**src/design/idll_pkg.sv**
```systemverilog
package idll_pkg;

    // Field widths fixed by the interface
    localparam int ID_W       = 11;
    localparam int KIND_W     = 2;

    // Default node count and widest link memory address supported
    localparam int NODES_DEF  = 1024;
    localparam int ADDR_MAX_W = 16;

    // Operation codes
    typedef enum logic [KIND_W-1:0] {
        K_UNLINK = 2'd0,
        K_BEFORE = 2'd1,
        K_AFTER  = 2'd2,
        K_QUERY  = 2'd3
    } t_kind;

    // One request to a link memory: one write and one read per cycle
    typedef struct packed {
        logic                  we;
        logic [ADDR_MAX_W-1:0] waddr;
        logic [ID_W-1:0]       wdata;
        logic                  re;
        logic [ADDR_MAX_W-1:0] raddr;
    } t_ram_req;

endpackage

```
**src/design/idll_ctrl.sv**
```systemverilog
module idll_ctrl
    import idll_pkg::*;
#(
    parameter int NODES = NODES_DEF
) (
    input  logic              i_clk,
    input  logic              i_rst_n,
    input  logic              start,
    input  logic [KIND_W-1:0] i_kind,
    input  logic [ID_W-1:0]   i_node,
    input  logic [ID_W-1:0]   i_other,
    input  logic [ID_W-1:0]   i_prev_rd,
    input  logic [ID_W-1:0]   i_next_rd,
    output logic              busy,
    output logic              o_valid,
    output logic [ID_W-1:0]   o_prev_node,
    output logic [ID_W-1:0]   o_next_node,
    output t_ram_req          o_prev_req,
    output t_ram_req          o_next_req
);

    localparam int AW = $clog2(NODES);

    typedef enum logic [3:0] {
        S_CLEAR  = 4'b0001,
        S_IDLE   = 4'b0010,
        S_READ   = 4'b0100,
        S_FINISH = 4'b1000
    } t_state;

    t_state          r_state, n_state;
    logic [AW-1:0]   r_clr, n_clr;
    t_kind           r_kind;
    logic [ID_W-1:0] r_x, r_y;
    logic            r_ok;

    logic  accept, x_ok, y_ok, go;
    t_kind in_kind;
    logic [ID_W-1:0] p, n;

    // Node id 1..NODES maps to memory entry id-1
    function automatic logic [ADDR_MAX_W-1:0] to_addr(input logic [ID_W-1:0] id);
        return ADDR_MAX_W'(id) - ADDR_MAX_W'(1);
    endfunction

    function automatic logic id_ok(input logic [ID_W-1:0] id);
        return (id != '0) && (32'(id) <= 32'(NODES));
    endfunction

    assign busy    = (r_state != S_IDLE);
    assign accept  = start && (r_state == S_IDLE);
    assign in_kind = t_kind'(i_kind);
    assign x_ok    = id_ok(i_node);
    assign y_ok    = id_ok(i_other);
    assign go      = (in_kind == K_QUERY) ||
                     (x_ok && ((in_kind == K_UNLINK) || (y_ok && (i_node != i_other))));

    // Neighbors of the current node, straight from the memory read registers
    assign p = i_prev_rd;
    assign n = i_next_rd;

    // Query result: strobed in the cycle after the transfer
    assign o_valid     = (r_state == S_READ) && (r_kind == K_QUERY);
    assign o_prev_node = r_ok ? p : '0;
    assign o_next_node = r_ok ? n : '0;

    // Sequencer and memory requests
    always_comb begin
        n_state    = r_state;
        n_clr      = r_clr;
        o_prev_req = '0;
        o_next_req = '0;

        // read both links of the node at the transfer
        o_prev_req.re    = accept;
        o_prev_req.raddr = to_addr(i_node);
        o_next_req.re    = accept;
        o_next_req.raddr = to_addr(i_node);

        case (r_state)
            S_CLEAR: begin
                o_prev_req.we    = 1'b1;
                o_prev_req.waddr = ADDR_MAX_W'(r_clr);
                o_next_req.we    = 1'b1;
                o_next_req.waddr = ADDR_MAX_W'(r_clr);
                n_clr            = r_clr + AW'(1);
                if (r_clr == AW'(NODES - 1)) begin
                    n_state = S_IDLE;
                end
            end
            S_IDLE: begin
                if (accept && go) begin
                    n_state = S_READ;
                end
            end
            S_READ: begin
                // neighbor updates first, in the order each memory sees them
                n_state = S_FINISH;
                case (r_kind)
                    K_UNLINK: begin
                        o_next_req.we    = (p != '0);
                        o_next_req.waddr = to_addr(p);
                        o_next_req.wdata = n;
                        o_prev_req.we    = (n != '0);
                        o_prev_req.waddr = to_addr(n);
                        o_prev_req.wdata = p;
                    end
                    K_BEFORE: begin
                        o_next_req.we    = (p != '0);
                        o_next_req.waddr = to_addr(p);
                        o_next_req.wdata = r_y;
                        o_prev_req.we    = 1'b1;
                        o_prev_req.waddr = to_addr(r_y);
                        o_prev_req.wdata = p;
                    end
                    K_AFTER: begin
                        o_prev_req.we    = (n != '0);
                        o_prev_req.waddr = to_addr(n);
                        o_prev_req.wdata = r_y;
                        o_next_req.we    = 1'b1;
                        o_next_req.waddr = to_addr(r_y);
                        o_next_req.wdata = n;
                    end
                    default: begin
                        n_state = S_IDLE;
                    end
                endcase
            end
            S_FINISH: begin
                // second write to each memory
                n_state = S_IDLE;
                case (r_kind)
                    K_UNLINK: begin
                        o_prev_req.we    = 1'b1;
                        o_prev_req.waddr = to_addr(r_x);
                        o_prev_req.wdata = '0;
                        o_next_req.we    = 1'b1;
                        o_next_req.waddr = to_addr(r_x);
                        o_next_req.wdata = '0;
                    end
                    K_BEFORE: begin
                        o_next_req.we    = 1'b1;
                        o_next_req.waddr = to_addr(r_y);
                        o_next_req.wdata = r_x;
                        o_prev_req.we    = 1'b1;
                        o_prev_req.waddr = to_addr(r_x);
                        o_prev_req.wdata = r_y;
                    end
                    K_AFTER: begin
                        o_prev_req.we    = 1'b1;
                        o_prev_req.waddr = to_addr(r_y);
                        o_prev_req.wdata = r_x;
                        o_next_req.we    = 1'b1;
                        o_next_req.waddr = to_addr(r_x);
                        o_next_req.wdata = r_y;
                    end
                    default: begin
                        n_state = S_IDLE;
                    end
                endcase
            end
            default: begin
                n_state = S_CLEAR;
                n_clr   = '0;
            end
        endcase
    end

    // Control state
    always_ff @(posedge i_clk) begin
        if (!i_rst_n) begin
            r_state <= S_CLEAR;
            r_clr   <= '0;
        end else begin
            r_state <= n_state;
            r_clr   <= n_clr;
        end
    end

    // Operands of the item in flight
    always_ff @(posedge i_clk) begin
        if (accept) begin
            r_kind <= in_kind;
            r_x    <= i_node;
            r_y    <= i_other;
            r_ok   <= x_ok;
        end
    end

endmodule

```
**config.mk**
```make
export PLATFORM = sky130hd
export DESIGN_NAME = idll_ctrl
export DESIGN_NICKNAME = d
export VERILOG_FILES = /design/src/design/idll_pkg.sv /design/src/design/idll_ctrl.sv
export SDC_FILE = /design/constraint.sdc
export NUM_CORES = 1
export LEC_CHECK = 0
export BUFFER_PORTS_ARGS = -buffer_cell sky130_fd_sc_hd__clkbuf_2
export CORE_ASPECT_RATIO = 2
export CORE_UTILIZATION = 56
export CTS_CLUSTER_SIZE = 40
export DETAILED_ROUTE_END_ITERATION = 6
export PLACE_DENSITY = 0.85
export REMOVE_ABC_BUFFERS = 1
export SLEW_MARGIN = 25
export SYNTH_ARGS = -nofsm -noshare
export SYNTH_HDL_FRONTEND = slang
export SYNTH_SLANG_ARGS = --single-unit
```
**constraint.sdc**
```tcl
create_clock -name i_clk -period 4.8 [get_ports i_clk]
set_input_delay 0.48 -clock i_clk [delete_from_list [all_inputs] [get_ports i_clk]]
set_output_delay 0.48 -clock i_clk [all_outputs]
set_load 0.03 [all_outputs]
```
After elaboration in Yosys (flattened, before gate mapping). Index checks and enable logic that the tools add are counted.

Add/sub/neg operators: 6. Order comparisons: 2. Equality and inequality tests: 13. Mux-type cells: 15. Reduce and logical (&&, ||, !) cells: 18.

Operators by type and width (number): $pmux W28 S3 (4); $pmux W17 S3 (2); $sub A11 B1 Y12 const B (5); $pmux W11 S2 (2); $reduce_bool A11 Y1 (4); $le A11 B11 Y1 const B (2); $mux W11 (2); $pmux W10 S2 (1); $pmux W4 S4 (1); $mux W4 (3); $ne A11 B11 Y1 (1); $add A10 B1 Y10 const B (1); $eq A10 B10 Y1 const B (1); $logic_and A1 B1 Y1 (7); $eq A2 B2 Y1 const B (3); $reduce_or A3 Y1 (2); $eq A4 B1 Y1 const B (1); $eq A4 B2 Y1 const B (1); $eq A4 B3 Y1 const B (1); $eq A4 B4 Y1 const B (1); $logic_not A2 Y1 (2); $ne A4 B2 Y1 const B (1); $eq A2 B1 Y1 const B (1); $logic_or A1 B1 Y1 (2); 3 further kinds (3).

Register bits after elaboration: 39. Input bits: 49. Output and inout port bits: 114. Logic and storage cells: 60.

Logic depth before layout (Yosys ltp).
Word-level depth: 9. Gate-level depth with buffers: 8.

Worst setup path after synthesis. Ideal clock, no wire load.

Path kind: input -> output. From: input port i_node[7]. To: output port o_next_req[12] (netlist bit). Arrival time: 2.816 ns. Setup slack: 1.504 ns. Stages on the path: 4. Buffers on the path: 1. Cell sequence: or4_1 > nor3_2 > nor3b_1 > buf_4.

RTL lines: start: declaration (RTL line idll_ctrl.sv:10) `input logic [ID_W-1:0] i_node,`; end: declaration (RTL line idll_ctrl.sv:19) `output t_ram_req o_next_req`.

==> summary.md <==
| Metric | Value |
|---|---|
| Outcome | `complete, no violations` |
| Crit Path Category | `register to primary output` |
| Final Max Tran Viols | `0` |
| Worst path max stage delay | `slightly above 0.7 ns` |
| Most used routing layer | `met2` |
| Storage element area | `around 0.0010 mm2` |
| Core Area | `0.00789 mm2` |
| CP max stage cell | `and2_1` |
| Final WL | `between 15,000 and 20,000 um` |
| H-tree Lvls | `2` |
| Main area contributors after synthesis | `edfxtp_1, dfxtp_1, xor2_1, xnor2_1, buf_4` |
| Max-cap violation count | `0` |
| Clock Latency Late Sink | `between 0.2 and 0.3 ns` |
| Resized Gates After CTS | `0` |
| XOR/XNOR Fraction of Synth Area | `between 10% and 20%` |
| Worst-path fanout max | `20` |
| Setup violations, final | `0` |
| Clock root cell | `clkbuf_16` |
| Static leakage | `2.19 nW` |
| Vias in the first global route | `slightly below 5,000` |
| Post-synth top area share | `between 10% and 20%` |
| Io pins | `163` |
| Rows | `46` |
| DRC Markers | `0` |
| Post-synthesis mux area share | `less than 1%` |
| Final Skew | `0.00526 ns` |
| Syn_area_per_cell | `7.77 um2` |
| Avg WL per Cell | `about 22 um` |
| Routability cong. | `~1.0` |
| Buffers added on ports | `about 160` |
| Largest family of logic cells by synthesized area | `simple AND/OR/NAND/NOR gates` |
| Crit-path leading delay family | `simple AND/OR/NAND/NOR gates` |
| Flops & latches, synth | `39` |
| Initial antenna violation count | `0` |
| Critical path buffer and inverter count | `1` |
| Fin cells | `784` |
| # diodes | `0` |
| TritonCTS Buffers | `5` |
| Power per cell area | `~160 mW/mm2` |
| Final hold vios | `0` |
| Most common flop cell mapped by yosys | `edfxtp_1` |
| Worst Path Arrival | `roughly 2.9 ns` |
| Worst-path clk slew | `around 0.060 ns` |
| Vias per inst | `roughly 6.6` |
| Setup TNS | `0 ns` |
| Post-DP HPWL | `13,000 um` |
| Synth Instances | `roughly 590` |
| First-pass GRT wire length | `between 20,000 and 30,000 um` |
| Most numerous cell in the Yosys netlist | `nor2_1` |
| Unrepaired setup endpoints after global routing | `no` |
| Multi-input combinational cell area | `between 0.003 and 0.004 mm2` |
| Sequential-to-total area share from yosys stat | `between 20 and 25%` |
| Die H | `130 um` |
| Crit path time final | `3.35 ns` |
| Post-DRT Antenna Nets | `0` |
| Nets@finish | `about 740` |
| Drt first pass iters | `5` |
| CTS tree | `done` |
| Synth async-reset ratio | `0%` |
| Hold buffers post-CTS | `0` |
| Critical Path Start Type | `register` |
| Post-synth cell types | `64` |
| Critical path cell sequence | `nor2b_1 > and2_1 > o21ai_0 > a32oi_1 > clkbuf_2` |
| Part of the cycle the worst path needs | `between 60% and 70%` |
| Initial Util | `57.9%` |
| Leading area contributor after synthesis | `edfxtp_1` |
| Largest net degree at the start of global routing | `38` |
| Worst path required time | `approximately 4.3 ns` |
| Hold crit path type | `primary input to register` |
| CTS sink cnt | `39` |
| Die width | `about 66 um` |
| Adder and majority cell fraction of the synthesized area | `about 1.9%` |
| Synthesis-to-finish area growth | `15.9%` |
| Share of post-route cells with drive strength above 1 | `between 20 and 30%` |
| EDFF count, synth | `25` |
| Overflow after GRT | `0` |
| Grt met3 use | `between 6 and 7%` |
| Initial DRC count | `approximately 350` |
| GRT Resource Usage Total | `40.2%` |
| Worst Tran Pin Value | `around 1.0 ns` |
| Worst Setup End Kind | `primary output` |
| Met1 usage | `about 40%` |
| Synth cell count leaders | `nor2_1, o22ai_1, nand2_1, buf_4, xor2_1` |
| Postcts setup bufs | `0` |
| Filler Cells Inserted | `between 600 and 700` |
| Slew margin rel. | `roughly 30%` |
| Die area | `0.00854 mm2` |
| DP Cell Count | `between 700 and 800` |
| Synth Area in Simple Gates | `between 20% and 30%` |
| Clock Tree Buf Depth | `2` |
| YS warnings | `0` |
| Fmax | `between 200 and 300 MHz` |
| Synthesized area | `approximately 0.0046 mm2` |
| Post-synthesis compound-gate area fraction | `24.1%` |
| M2 GR Usage | `approximately 72%` |
| Via Count | `just over 5,000` |
| Maximum vdd ir drop | `between 0.2 and 0.25 mV` |
-- cell families after synthesis --
| group | Yosys count |
|---|---|
| compound gates | 163 |
| mux | 3 |
| buf+inv | 95 |
| simple gates | 221 |
| xor+xnor | 59 |
| fa+ha+maj | 7 |
| flops | 39 |
-- report_power, final --
part / total, W / switching (W) / internal, W
sequential: 0.000362 / 0.00000324 / 0.000358
combinational: 0.000180 / 0.000121 / 0.0000588
clock: 0.000316 / 0.000125 / 0.000191
total: 0.000858 / 0.000250 / 0.000609
-- metal layers --
metal  routed length (um)  share of wire (%)  up-vias
met5                    0                  0        -
met4                 1250                7.4        0
met3                 1130                6.7       73
met2                 8840                 52      302
met1                 5700                 34     2436
li1                     -                  -     2330
-- stage by stage --
| stage | instance area [um2] | setup WS, ns | hold slack [ns] | power [W] | util (%) |
|---|---|---|---|---|---|
| 2_1_floorplan | 4130 | -3.37 | 0.498 | 0.000466 | - |
| 3_3_place_gp | 5120 | 1.80 | 0.532 | 0.000544 | 65.0 |
| 3_5_place_dp | 5120 | 1.75 | 0.535 | 0.000546 | 65.0 |
| 4_1_cts | 5270 | 1.45 | 0.424 | 0.000858 | 66.8 |
| 5_1_grt | 5290 | 1.34 | 0.427 | 0.000886 | 67.1 |
| 6_report | 5290 | 1.45 | 0.427 | 0.000858 | 67.1 |
-- worst reg2reg max path, delay by kind of cell, from the launching register on --
| family | cells | cell delay (ns) |
|---|---|---|
| and+or+nand+nor | 4 | 1.20 |
| DFF | 1 | 0.60 |
| buffers and inverters | 1 | 0.42 |
| AOI/OAI and AO/OA | 1 | 0.14 |
-- cell type report --
type	instances	area share, %
clock buffers	6	2.44
clock inverters	2	0.237
inverters	16	1.14
multi-input cells	453	57.5
flip-flops and latches	39	19.5
well taps	96	2.27
repair buffers	172	16.9
-- final timing paths --
path	start	endpoint	slack, ns	cells past startpoint
worst max register to register	r_state[2]	r_clr[4]	2.38	6
worst max-delay path	r_state[2]	o_next_req[34]	1.45	5
worst min-delay path	i_other[6]	r_y[6]	0.43	1
worst min register to register	r_clr[9]	r_clr[9]	0.55	2
-- state kept, by name (all words and copies together), names as in the netlist --
| register | cells |
|---|---|
| r_x | 11 |
| r_y | 11 |
| r_clr | 10 |
| r_state | 4 |
| r_kind | 2 |
| r_ok | 1 |
-- placed cells by master (no fill, tap or decap), types with 11 or more instances in the layout --
master | Yosys | final
clkbuf_2 | 0 | 162
nor2_1 | 41 | 41
o22ai_1 | 36 | 36
nand2_1 | 35 | 35
xor2_1 | 31 | 31
a21oi_1 | 29 | 29
xnor2_1 | 27 | 27
and2_1 | 27 | 26
a22oi_1 | 25 | 25
edfxtp_1 | 25 | 25
o21ai_0 | 24 | 24
nand3_1 | 24 | 24
nor2b_1 | 25 | 23
inv_1 | 16 | 16
dfxtp_1 | 14 | 14
nor4_1 | 11 | 11
Power figures use the tool's default switching activity.
